**config.mk**
```make
export PLATFORM = sky130hd
export DESIGN_NAME = dfs_topological_sort
export DESIGN_NICKNAME = d
export VERILOG_FILES = /design/src/rtl/core/dfs_topo_pkg.sv /design/src/rtl/core/dfs_topo_ctrl.sv /design/src/rtl/core/dfs_topo_dp.sv /design/src/rtl/core/dfs_topological_sort.sv
export SDC_FILE = /design/constraint.sdc
export NUM_CORES = 1
export LEC_CHECK = 0
export BUFFER_PORTS_ARGS = -buffer_cell sky130_fd_sc_hd__buf_2
export CAP_MARGIN = 20
export CORE_MARGIN = 5
export CORE_UTILIZATION = 35
export DETAILED_ROUTE_END_ITERATION = 12
export PLACE_DENSITY = 0.61
export SYNTH_ARGS = -nofsm -noshare
export SYNTH_HDL_FRONTEND = slang
export SYNTH_SLANG_ARGS = --single-unit
```
**constraint.sdc**
```tcl
create_clock -name clk -period 6.3 [get_ports clk]
set_input_delay 0.945 -clock clk [delete_from_list [all_inputs] [get_ports clk]]
set_output_delay 0.945 -clock clk [all_outputs]
set_load 0.01 [all_outputs]
```
**src/rtl/core/dfs_topo_pkg.sv**
```systemverilog
`default_nettype none

package dfs_topo_pkg;

    localparam int MAX_NODES  = 16;
    localparam int NODE_LIMIT = (MAX_NODES < 16) ? MAX_NODES : 16;

    // fixed field widths
    localparam int NODE_W = 4;
    localparam int MASK_W = 16;
    localparam int CFG_W  = 5;

    // derived widths
    localparam int IDX_W   = (NODE_LIMIT > 1) ? $clog2(NODE_LIMIT) : 1;
    localparam int DEPTH_W = $clog2(NODE_LIMIT + 1);

    localparam logic [CFG_W-1:0] NODE_COUNT_RESET = CFG_W'(16);

    typedef enum logic [2:0] {
        ST_IDLE,
        ST_SCAN,
        ST_ROOT,
        ST_WALK,
        ST_EMIT
    } dfs_state_t;

    typedef struct packed {
        logic load_row;
        logic clear;
        logic scan;
        logic start_walk;
        logic step;
        logic emit_init;
        logic emit_load;
    } dfs_cmd_t;

    typedef struct packed {
        logic scan_last;
        logic root_avail;
        logic walk_done;
        logic emit_left;
        logic emit_one;
        logic out_free;
    } dfs_status_t;

    typedef struct packed {
        logic [NODE_W-1:0]  node;
        logic [DEPTH_W-1:0] next;
    } dfs_frame_t;

    // index of the lowest set bit, zero when none is set
    function automatic logic [NODE_W-1:0] lowest_set(input logic [NODE_LIMIT-1:0] v);
        logic [NODE_W-1:0] idx;
        idx = '0;
        for (int j = NODE_LIMIT - 1; j >= 0; j--)
        begin
            if (v[j])
            begin
                idx = NODE_W'(j);
            end
        end
        return idx;
    endfunction

endpackage

`default_nettype wire

```
**src/rtl/core/dfs_topo_ctrl.sv**
```systemverilog
`default_nettype none

module dfs_topo_ctrl (
    input  wire logic                   clk,
    input  wire logic                   rst_n,
    input  wire logic                   in_valid,
    input  wire logic                   last_row,
    input  wire dfs_topo_pkg::dfs_status_t status,
    output logic                        in_stall,
    output dfs_topo_pkg::dfs_cmd_t      cmd
);

    dfs_topo_pkg::dfs_state_t state_reg;
    dfs_topo_pkg::dfs_state_t state_next;

    always_ff @(posedge clk or negedge rst_n)
    begin
        if (!rst_n)
        begin
            state_reg <= dfs_topo_pkg::ST_IDLE;
        end
        else
        begin
            state_reg <= state_next;
        end
    end

    always_comb
    begin
        state_next = state_reg;
        cmd        = '0;
        in_stall   = 1'b1;
        unique case (state_reg)
            dfs_topo_pkg::ST_IDLE:
            begin
                in_stall = 1'b0;
                if (in_valid)
                begin
                    cmd.load_row = 1'b1;
                    if (last_row)
                    begin
                        cmd.clear  = 1'b1;
                        state_next = dfs_topo_pkg::ST_SCAN;
                    end
                end
            end
            dfs_topo_pkg::ST_SCAN:
            begin
                cmd.scan = 1'b1;
                if (status.scan_last)
                begin
                    state_next = dfs_topo_pkg::ST_ROOT;
                end
            end
            dfs_topo_pkg::ST_ROOT:
            begin
                if (status.root_avail)
                begin
                    cmd.start_walk = 1'b1;
                    state_next     = dfs_topo_pkg::ST_WALK;
                end
                else
                begin
                    cmd.emit_init = 1'b1;
                    state_next    = dfs_topo_pkg::ST_EMIT;
                end
            end
            dfs_topo_pkg::ST_WALK:
            begin
                cmd.step = 1'b1;
                if (status.walk_done)
                begin
                    state_next = dfs_topo_pkg::ST_ROOT;
                end
            end
            dfs_topo_pkg::ST_EMIT:
            begin
                if (!status.emit_left)
                begin
                    state_next = dfs_topo_pkg::ST_IDLE;
                end
                else if (status.out_free)
                begin
                    cmd.emit_load = 1'b1;
                    if (status.emit_one)
                    begin
                        state_next = dfs_topo_pkg::ST_IDLE;
                    end
                end
            end
            default:
            begin
                state_next = dfs_topo_pkg::ST_IDLE;
            end
        endcase
    end

endmodule

`default_nettype wire

```
**src/rtl/core/dfs_topo_dp.sv**
```systemverilog
`default_nettype none

module dfs_topo_dp (
    input  wire logic                                  clk,
    input  wire logic                                  rst_n,
    input  wire logic                                  cfg_write,
    input  wire logic [dfs_topo_pkg::CFG_W-1:0]        cfg_data,
    input  wire logic [dfs_topo_pkg::NODE_W-1:0]       row_index,
    input  wire logic [dfs_topo_pkg::MASK_W-1:0]       child_mask,
    input  wire dfs_topo_pkg::dfs_cmd_t                cmd,
    input  wire logic                                  out_stall,
    output dfs_topo_pkg::dfs_status_t                  status,
    output logic                                       out_valid,
    output logic [dfs_topo_pkg::NODE_W-1:0]            node_index,
    output logic                                       is_last,
    output logic                                       cycle_found
);

    localparam int NL  = dfs_topo_pkg::NODE_LIMIT;
    localparam int NW  = dfs_topo_pkg::NODE_W;
    localparam int IW  = dfs_topo_pkg::IDX_W;
    localparam int DW  = dfs_topo_pkg::DEPTH_W;
    localparam int CW  = dfs_topo_pkg::CFG_W;

    logic [CW-1:0]  node_count_reg;

    logic [NL-1:0]  adj_reg [NL];
    logic [NL-1:0]  visited_reg;
    logic [NL-1:0]  on_path_reg;
    logic [NL-1:0]  incoming_reg;
    logic           cycle_reg;
    logic [IW-1:0]  row_ctr_reg;

    logic [NW-1:0]  top_node_reg;
    logic [DW-1:0]  top_next_reg;
    logic [DW-1:0]  depth_reg;
    dfs_topo_pkg::dfs_frame_t stack_reg [NL];

    logic [NW-1:0]  order_reg [NL];
    logic [DW-1:0]  count_reg;
    logic [DW-1:0]  emit_ptr_reg;

    logic           out_valid_reg;
    logic [NW-1:0]  out_node_reg;
    logic           out_last_reg;
    logic           out_cycle_reg;

    logic [DW-1:0]  n_active;
    logic [NL-1:0]  use_mask;
    logic [NL-1:0]  above_mask;
    logic [NL-1:0]  child_cand;
    logic           child_found;
    logic [NW-1:0]  child;
    logic [IW-1:0]  child_idx;
    logic [IW-1:0]  top_idx;
    logic [NL-1:0]  root_cand1;
    logic [NL-1:0]  root_cand2;
    logic [NW-1:0]  root;
    logic [DW-1:0]  depth_m1;
    logic [DW-1:0]  depth_m2;
    logic [DW-1:0]  emit_m1;
    logic [DW-1:0]  n_m1;

    // node count clamped into one .. node limit
    always_comb
    begin
        if (node_count_reg == '0)
        begin
            n_active = DW'(1);
        end
        else if (CW'(node_count_reg) > CW'(NL))
        begin
            n_active = DW'(NL);
        end
        else
        begin
            n_active = DW'(node_count_reg);
        end
    end

    always_comb
    begin
        for (int j = 0; j < NL; j++)
        begin
            use_mask[j]   = (DW'(j) < n_active);
            above_mask[j] = (DW'(j) >= top_next_reg);
        end
    end

    assign top_idx     = top_node_reg[IW-1:0];
    assign child_cand  = adj_reg[top_idx] & use_mask & above_mask;
    assign child_found = |child_cand;
    assign child       = dfs_topo_pkg::lowest_set(child_cand);
    assign child_idx   = child[IW-1:0];

    assign root_cand1 = ~visited_reg & ~incoming_reg & use_mask;
    assign root_cand2 = ~visited_reg & use_mask;
    assign root       = (|root_cand1) ? dfs_topo_pkg::lowest_set(root_cand1)
                                      : dfs_topo_pkg::lowest_set(root_cand2);

    assign depth_m1 = depth_reg - DW'(1);
    assign depth_m2 = depth_reg - DW'(2);
    assign emit_m1  = emit_ptr_reg - DW'(1);
    assign n_m1     = n_active - DW'(1);

    assign status.scan_last  = (DW'(row_ctr_reg) == n_m1);
    assign status.root_avail = |root_cand2;
    assign status.walk_done  = !child_found && (depth_reg == DW'(1));
    assign status.emit_left  = (emit_ptr_reg != '0);
    assign status.emit_one   = (emit_ptr_reg == DW'(1));
    assign status.out_free   = !out_valid_reg || !out_stall;

    always_ff @(posedge clk or negedge rst_n)
    begin
        if (!rst_n)
        begin
            node_count_reg <= dfs_topo_pkg::NODE_COUNT_RESET;
        end
        else if (cfg_write)
        begin
            node_count_reg <= cfg_data;
        end
    end

    // adjacency rows, rows past the node limit are dropped
    always_ff @(posedge clk)
    begin
        if (cmd.load_row && ((NW + 1)'(row_index) < (NW + 1)'(NL)))
        begin
            adj_reg[row_index[IW-1:0]] <= child_mask[NL-1:0];
        end
    end

    always_ff @(posedge clk or negedge rst_n)
    begin
        if (!rst_n)
        begin
            visited_reg  <= '0;
            on_path_reg  <= '0;
            incoming_reg <= '0;
            cycle_reg    <= 1'b0;
            row_ctr_reg  <= '0;
            depth_reg    <= '0;
            count_reg    <= '0;
            emit_ptr_reg <= '0;
        end
        else if (cmd.clear)
        begin
            visited_reg  <= '0;
            on_path_reg  <= '0;
            incoming_reg <= '0;
            cycle_reg    <= 1'b0;
            row_ctr_reg  <= '0;
            depth_reg    <= '0;
            count_reg    <= '0;
        end
        else if (cmd.scan)
        begin
            incoming_reg <= incoming_reg | (adj_reg[row_ctr_reg] & use_mask);
            row_ctr_reg  <= row_ctr_reg + IW'(1);
        end
        else if (cmd.start_walk)
        begin
            visited_reg[root[IW-1:0]] <= 1'b1;
            on_path_reg[root[IW-1:0]] <= 1'b1;
            depth_reg                 <= DW'(1);
        end
        else if (cmd.step)
        begin
            if (child_found)
            begin
                if (on_path_reg[child_idx])
                begin
                    // back edge
                    cycle_reg <= 1'b1;
                end
                else if (!visited_reg[child_idx] && (depth_reg < DW'(NL)))
                begin
                    visited_reg[child_idx] <= 1'b1;
                    on_path_reg[child_idx] <= 1'b1;
                    depth_reg              <= depth_reg + DW'(1);
                end
            end
            else
            begin
                on_path_reg[top_idx] <= 1'b0;
                depth_reg            <= depth_m1;
                if (count_reg < DW'(NL))
                begin
                    count_reg <= count_reg + DW'(1);
                end
            end
        end
        else if (cmd.emit_init)
        begin
            emit_ptr_reg <= count_reg;
        end
        else if (cmd.emit_load)
        begin
            emit_ptr_reg <= emit_m1;
        end
    end

    // top of the walk stack lives in registers, frames below it in the array
    always_ff @(posedge clk)
    begin
        if (cmd.start_walk)
        begin
            top_node_reg <= root;
            top_next_reg <= '0;
        end
        else if (cmd.step)
        begin
            if (child_found)
            begin
                if (!on_path_reg[child_idx] && !visited_reg[child_idx]
                    && (depth_reg < DW'(NL)))
                begin
                    stack_reg[depth_m1[IW-1:0]] <= '{node: top_node_reg,
                                                     next: DW'(child) + DW'(1)};
                    top_node_reg <= child;
                    top_next_reg <= '0;
                end
                else
                begin
                    top_next_reg <= DW'(child) + DW'(1);
                end
            end
            else
            begin
                if (count_reg < DW'(NL))
                begin
                    order_reg[count_reg[IW-1:0]] <= top_node_reg;
                end
                if (depth_reg > DW'(1))
                begin
                    top_node_reg <= stack_reg[depth_m2[IW-1:0]].node;
                    top_next_reg <= stack_reg[depth_m2[IW-1:0]].next;
                end
            end
        end
    end

    always_ff @(posedge clk or negedge rst_n)
    begin
        if (!rst_n)
        begin
            out_valid_reg <= 1'b0;
        end
        else if (cmd.emit_load)
        begin
            out_valid_reg <= 1'b1;
        end
        else if (!out_stall)
        begin
            out_valid_reg <= 1'b0;
        end
    end

    // post-order read back from the end gives the topological order
    always_ff @(posedge clk)
    begin
        if (cmd.emit_load)
        begin
            out_node_reg  <= order_reg[emit_m1[IW-1:0]];
            out_last_reg  <= (emit_ptr_reg == DW'(1));
            out_cycle_reg <= cycle_reg;
        end
    end

    assign out_valid   = out_valid_reg;
    assign node_index  = out_node_reg;
    assign is_last     = out_last_reg;
    assign cycle_found = out_cycle_reg;

endmodule

`default_nettype wire

```
**src/rtl/core/dfs_topological_sort.sv**
```systemverilog
`default_nettype none

// Depth-first topological sort of a graph of up to 16 nodes. Adjacency rows
// are taken one item per cycle; the item flagged last_row stores its row and
// starts the sort, and in_stall stays high until the final result is loaded
// into the output register. The sort first scans the rows to gather the
// parent set, then picks roots one at a time until none is left, walking the
// stack from each root with one step for every edge seen and one for every
// node finished. Results then leave one per cycle, reversed post-order, unless
// out_stall holds them. cycle_found is set on every result of a sort that met
// a back edge. node_count is to be written through cfg_write/cfg_data only
// while the block is idle; the block does not enforce this. It is clamped
// into 1..16.
module dfs_topological_sort (
    input  wire logic                             clk,
    input  wire logic                             rst_n,
    input  wire logic                             cfg_write,
    input  wire logic [dfs_topo_pkg::CFG_W-1:0]   cfg_data,
    input  wire logic                             in_valid,
    output logic                                  in_stall,
    input  wire logic [dfs_topo_pkg::NODE_W-1:0]  row_index,
    input  wire logic [dfs_topo_pkg::MASK_W-1:0]  child_mask,
    input  wire logic                             last_row,
    output logic                                  out_valid,
    input  wire logic                             out_stall,
    output logic [dfs_topo_pkg::NODE_W-1:0]       node_index,
    output logic                                  is_last,
    output logic                                  cycle_found
);

    dfs_topo_pkg::dfs_cmd_t    cmd;
    dfs_topo_pkg::dfs_status_t status;

    dfs_topo_ctrl u_ctrl (
        .clk      (clk),
        .rst_n    (rst_n),
        .in_valid (in_valid),
        .last_row (last_row),
        .status   (status),
        .in_stall (in_stall),
        .cmd      (cmd)
    );

    dfs_topo_dp u_dp (
        .clk         (clk),
        .rst_n       (rst_n),
        .cfg_write   (cfg_write),
        .cfg_data    (cfg_data),
        .row_index   (row_index),
        .child_mask  (child_mask),
        .cmd         (cmd),
        .out_stall   (out_stall),
        .status      (status),
        .out_valid   (out_valid),
        .node_index  (node_index),
        .is_last     (is_last),
        .cycle_found (cycle_found)
    );

endmodule

`default_nettype wire

```
==> reports/qor.txt, run 1 <==
Mapped Cells = 1802
Starting Density = 35.1%
Die area = 81300 µm²
Vias = 16867
Max FFs per register = 256
Final worst clock skew = 0.0303 ns
Crit-path cells = buf_4 > mux2i_1 > a21boi_0 > and4b_1 > a31o_2 > a211o_1 > o2111a_1 > nor2_4 > mux2_1 > a221oi_1 > o211ai_2 > or4_4 > nand2b_1 > nor2_1
CP Data Required Time = 6.53 ns
Cell variety after synth = 91
Top_reg_cell synth = edfxtp_1
Seq cells post-synth = 560
Final nets = 1906
Clock Latency Late Sink = 0.63 ns
Chip Width = 285 µm
Vias per cell = 5.86
Final core occ = 39.6%
Most common library cells after synthesis = 474 x edfxtp_1, 139 x mux4_2, 128 x nand2_1
Crit path launch type = flip-flop
Syn. warnings = 0
Setup CP Type = reg -> reg
Fmax = 168 MHz
Max_slew headroom = 21.5%
Area leader, netlist = edfxtp_1
Hold Slack = 0.281 ns
Cts repair resizes = 0
Peak supply drop = 0.521 mV
Area occupied by multi-input gates = 9650 µm²
Syn_area_per_cell = 14.7 µm²
TritonCTS clock tree = done
Cts hold-fix bufs = 0
Worst-path fanout max = 31
Ys async rst share = 13.8%
IO buf count = 38
Top post-synthesis cells by area = edfxtp_1 54%, mux4_2 12%, dfrtp_1 7.2%
Place WS = 0.414 ns
First-pass GRT wire length = 113 mm
Lkg Pwr = 0.0101 µW
Post-synth EDFFs = 474
H-tree depth = 2
Setup TNS = 0 ns
Clk slew on worst S/H paths = 0.06 ns
Slowest Stage Delay on Critical Path = 0.90 ns
Io pins = 39
Count of buffer and inverter cells on the critical path = 1
Max Transition Viols Final = 0
Final Hold Fails = 0
DRC Markers = 0
Top-area cell type share of the netlist area = 53.7%
Final worst slack = 0.359 ns
Row Count = 101
GP Congestion = 0.951
Share of post-route cells with drive strength above 1 = 21.3%
R2r worst-path depth = 14
Crit. End Element = flip-flop
Hold WC Path Type = in -> async
Largest net degree at the start of global routing = 55
Reg-to-reg setup timing slack = 0.36 ns
Syn Nets = 1855
CP max-delay cell = dfxtp_2
DIE HEIGHT = 285 µm
Most frequent cell after synthesis = edfxtp_1
Fin crit share = 94.3%
Clock buffer depth = 3
Tightest Pin Transition = 1.17 ns
Drt wl/cell = 26.3 µm
Initial antenna violation count = 2
# Max-Cap Violations = 0
# setup viols final = 0
Crit path max-delay family = simple AND/OR/NAND/NOR gates
Clock period minus worst slack = 5.94 ns
Status = finished, final reports clean
Detailed Route Iter0 Violations = 1720
Detailed Routing Iterations Pass 1 = 5
Sequential area share after synthesis = 61.6%
RSZ-0062 raised after global routing = no
Final wirelength = 75.6 mm
Area growth syn-to-layout = 12.9%
TritonCTS buffer count = 56
Pwr/cell area = 571 nW/µm²
Routed Antenna Nets = 0
Filler cell count = 6921
Root buffer cell = clkbuf_16
Vias in the first global route = 17060
Register area = 16400 µm²
Setup Buffers After CTS = 0
Core box area = 75600 µm²
GRT Total Usage = 18.1%
GR Overflow Total = 0
Worst EP arrival = 6.17 ns
Synthesized cell area = 26500 µm²
Clock net sink count = 560
Dpl hpwl = 50.1 mm
Reg2reg end = u_dp.stack_reg[13][0]
-- layout make-up --
class | instances | share of cell area [%]
antenna | 1 | 0.00836
clock buffer | 64 | 4.78
clock inverter | 42 | 1.48
inverter | 36 | 0.468
multi-input combinational | 1102 | 32.2
sequential | 560 | 54.7
tap | 978 | 4.09
timing repair buffer | 97 | 2.27
-- layer usage --
layer / GRT usage (%) / vias up / share of wire (%)
li1: - / 7291 / -
met1: 25.3 / 8740 / 42
met2: 29.7 / 712 / 48
met3: 2.95 / 122 / 6.7
met4: 4.86 / 2 / 2.9
met5: 0 / - / 0.017
-- worst max path at each step --
stage	endpoint	depth (start not counted)	startpoint	slack (ns)
after CTS	u_dp.stack_reg[13][3]	14	flip-flop	0.37
after global routing	u_dp.stack_reg[14][2]	14	flip-flop	0.03
after floorplan	u_dp.stack_reg[8][0]	16	flip-flop	1.40
after global placement	u_dp.stack_reg[13][6]	14	flip-flop	0.66
final	u_dp.stack_reg[13][0]	14	flip-flop	0.36
after detailed placement	u_dp.stack_reg[13][5]	14	flip-flop	0.41
-- logic make-up after synthesis --
kind of cell,share of synthesized area (%)
compound gates,9.36
xor+xnor,0.727
fa+ha+maj,1.04
buf+inv,2.37
flops,61.6
mux,17.3
simple gates,7.51
-- placed cells by master (no fill, tap or decap), drive strengths merged, types with 12 or more instances in the layout --
cell type	netlist	layout
o22ai	26	26
nand4	20	20
ha	22	22
nand2b	22	22
o21ai	57	57
a22o	12	12
o221ai	13	13
clkinv	2	26
buf	41	97
nor3	36	36
dfrtp	76	76
or2	12	12
inv	34	37
mux2	28	28
mux4	139	139
nor2b	19	19
nor2	119	119
a21oi	68	68
a211oi	24	24
clkbuf	63	64
nand3	24	24
edfxtp	474	474
nand2	128	128
a22oi	24	24
mux2i	115	115
-- metrics by stage --
step | total power [µW] | cells | cell area [µm²]
6_report | 17100 | 2880 | 29900
5_1_grt | 17900 | 2880 | 29900
2_1_floorplan | 11000 | 1802 | 26500
3_5_place_dp | 13600 | 2773 | 28000
3_3_place_gp | 13400 | 2771 | 28000
4_1_cts | 17000 | 2879 | 29900
-- power breakdown --
group	switching, µW	internal [µW]
Combinational	4910	3030
Sequential	705	5020
Clock	1470	1930
Total	7090	9990
Power figures use the tool's default switching activity.
==> inputs of run 2 (changes only) <==
==> constraint.sdc (replaced) <==
create_clock -name clk -period 7.4 [get_ports clk]
set_input_delay 1.11 -clock clk [delete_from_list [all_inputs] [get_ports clk]]
set_output_delay 1.11 -clock clk [all_outputs]
set_load 0.01 [all_outputs]
==> reports/qor.txt, run 2 (same netlist as run 1, synthesis figures left out) <==
Most frequent cells in the layout = 474 x edfxtp_1, 139 x mux4_2, 128 x nand2_1 (unchanged)
Crit. End Element = flip-flop (unchanged)
Final worst clock skew = 0.0412 ns (was 0.0303 ns)
DRC Markers = 0 (unchanged)
Initial antenna violation count = 2 (unchanged)
GP Congestion = 0.934 (was 0.951)
Reg2reg end = u_dp.stack_reg[8][5] (was u_dp.stack_reg[13][0])
Detailed Routing Iterations Pass 1 = 6 (was 5)
# Max-Cap Violations = 0 (unchanged)
Final worst slack = 1.33 ns (was 0.359 ns)
Crit path launch type = flip-flop (unchanged)
TritonCTS buffer count = 57 (was 56)
Drt wl/cell = 26.0 µm (was 26.3 µm)
First-pass GRT wire length = 111 mm (was 113 mm)
H-tree depth = 2 (unchanged)
Vias in the first global route = 17015 (was 17060)
Worst-path fanout max = 25 (was 31)
Final Hold Fails = 0 (unchanged)
Io pins = 39 (unchanged)
Most common cell after layout, fill and taps aside = edfxtp_1 (unchanged)
Detailed Route Iter0 Violations = 1916 (was 1720)
Max Transition Viols Final = 0 (unchanged)
R2r worst-path depth = 13 (was 14)
Setup Buffers After CTS = 0 (unchanged)
Hold WC Path Type = in -> async (unchanged)
# diodes = 0 (was 1)
Worst EP arrival = 6.29 ns (was 6.17 ns)
GRT Total Usage = 17.8% (was 18.1%)
Peak supply drop = 0.431 mV (was 0.521 mV)
Tightest Pin Transition = 1.07 ns (was 1.17 ns)
Reg-to-reg setup timing slack = 1.33 ns (was 0.36 ns)
Final wirelength = 74.2 mm (was 75.6 mm)
Core box area = 75600 µm² (unchanged)
Place WS = 1.24 ns (was 0.414 ns)
Dpl hpwl = 48.5 mm (was 50.1 mm)
Area growth syn-to-layout = 12.5% (was 12.9%)
TritonCTS clock tree = done (unchanged)
IO buf count = 38 (unchanged)
# setup viols final = 0 (unchanged)
Fmax = 165 MHz (was 168 MHz)
Routed Antenna Nets = 0 (unchanged)
Vias per cell = 5.88 (was 5.86)
Starting Density = 35.1% (unchanged)
Hold Slack = 0.440 ns (was 0.281 ns)
RSZ-0062 raised after global routing = no (unchanged)
Fin crit share = 82.1% (was 94.3%)
Status = finished, final reports clean (unchanged)
Clk slew on worst S/H paths = 0.06 ns (about the same)
Vias = 16819 (was 16867)
Cts hold-fix bufs = 0 (unchanged)
Lkg Pwr = 0.0100 µW (was 0.0101 µW)
GR Overflow Total = 0 (unchanged)
Share of post-route cells with drive strength above 1 = 20.6% (was 21.3%)
Largest net degree at the start of global routing = 57 (was 55)
Die area = 81300 µm² (unchanged)
Clock period minus worst slack = 6.07 ns (was 5.94 ns)
Setup TNS = 0 ns (unchanged)
Final nets = 1886 (was 1906)
DIE HEIGHT = 285 µm (unchanged)
Final core occ = 39.5% (was 39.6%)
Root buffer cell = clkbuf_16 (unchanged)
Row Count = 101 (unchanged)
Clock buffer depth = 3 (unchanged)
Setup CP Type = reg -> reg (unchanged)
Chip Width = 285 µm (unchanged)
Clock net sink count = 560 (unchanged)
Max_slew headroom = 28.0% (was 21.5%)
Pwr/cell area = 481 nW/µm² (was 571 nW/µm²)
Clock Latency Late Sink = 0.62 ns (was 0.63 ns)
Max FFs per register = 256 (unchanged)
Cts repair resizes = 0 (unchanged)
CP Data Required Time = 7.61 ns (was 6.53 ns)
## run 2: layout make-up
| cell class | count | area (µm²) |
|---|---|---|
| flip-flops and latches | 560 | 16400 |
| clock inverters | 30 | 312 |
| repair buffers | 76 | 524 |
| clock buffers | 77 | 1610 |
| inverters | 36 | 140 |
| fillers | 6906 | 45800 |
| multi-input cells | 1102 | 9650 |
| well taps | 978 | 1220 |
## run 2: worst max-delay path by stage
stage          cells after the start                    to      start  slack (ns)
3_3_place_gp                      14  u_dp.stack_reg[8][7]  flip-flop        1.45
6_report                          13  u_dp.stack_reg[8][5]  flip-flop        1.33
3_5_place_dp                      14  u_dp.stack_reg[8][7]  flip-flop        1.24
5_1_grt                           13  u_dp.stack_reg[8][0]  flip-flop        1.03
2_1_floorplan                     16  u_dp.stack_reg[8][0]  flip-flop        2.50
4_1_cts                           14  u_dp.stack_reg[8][5]  flip-flop        1.16
## run 2: critical path: stages (launching register included)
cell and delay [ns]:
dfxtp_4 0.63, buf_4 0.41, mux4_2 0.56, mux2_2 0.34
a22oi_1 0.28, nand2_1 0.17, o2111a_1 0.45, nor2_4 0.33
mux2_1 0.36, a221oi_1 0.35, o211ai_2 0.21, or4_4 0.61
or2_4 0.27, nor2_1 0.64
## run 2: through the flow
step                      total power (µW)  cells  cell area, µm²
after floorplan                       9360   1802           26500
final                                14400   2859           29800
after global routing                 15100   2859           29800
after detailed placement             11400   2751           27900
after CTS                            14300   2858           29800
after global placement               11200   2750           27900
## run 2: metal layers
layer  up-vias  wire (µm)  track usage [%]
li1       7248          -                -
met1      8745      31100             24.6
met2       712      36200             29.9
met3       112       5020             2.61
met4         2       1890             4.46
met5         -         13                0
## run 2: report_power, final
group / total, µW / switching (µW) / internal, µW
registers: 4780 / 497 / 4280
logic: 6630 / 4120 / 2510
clock network: 2940 / 1230 / 1710
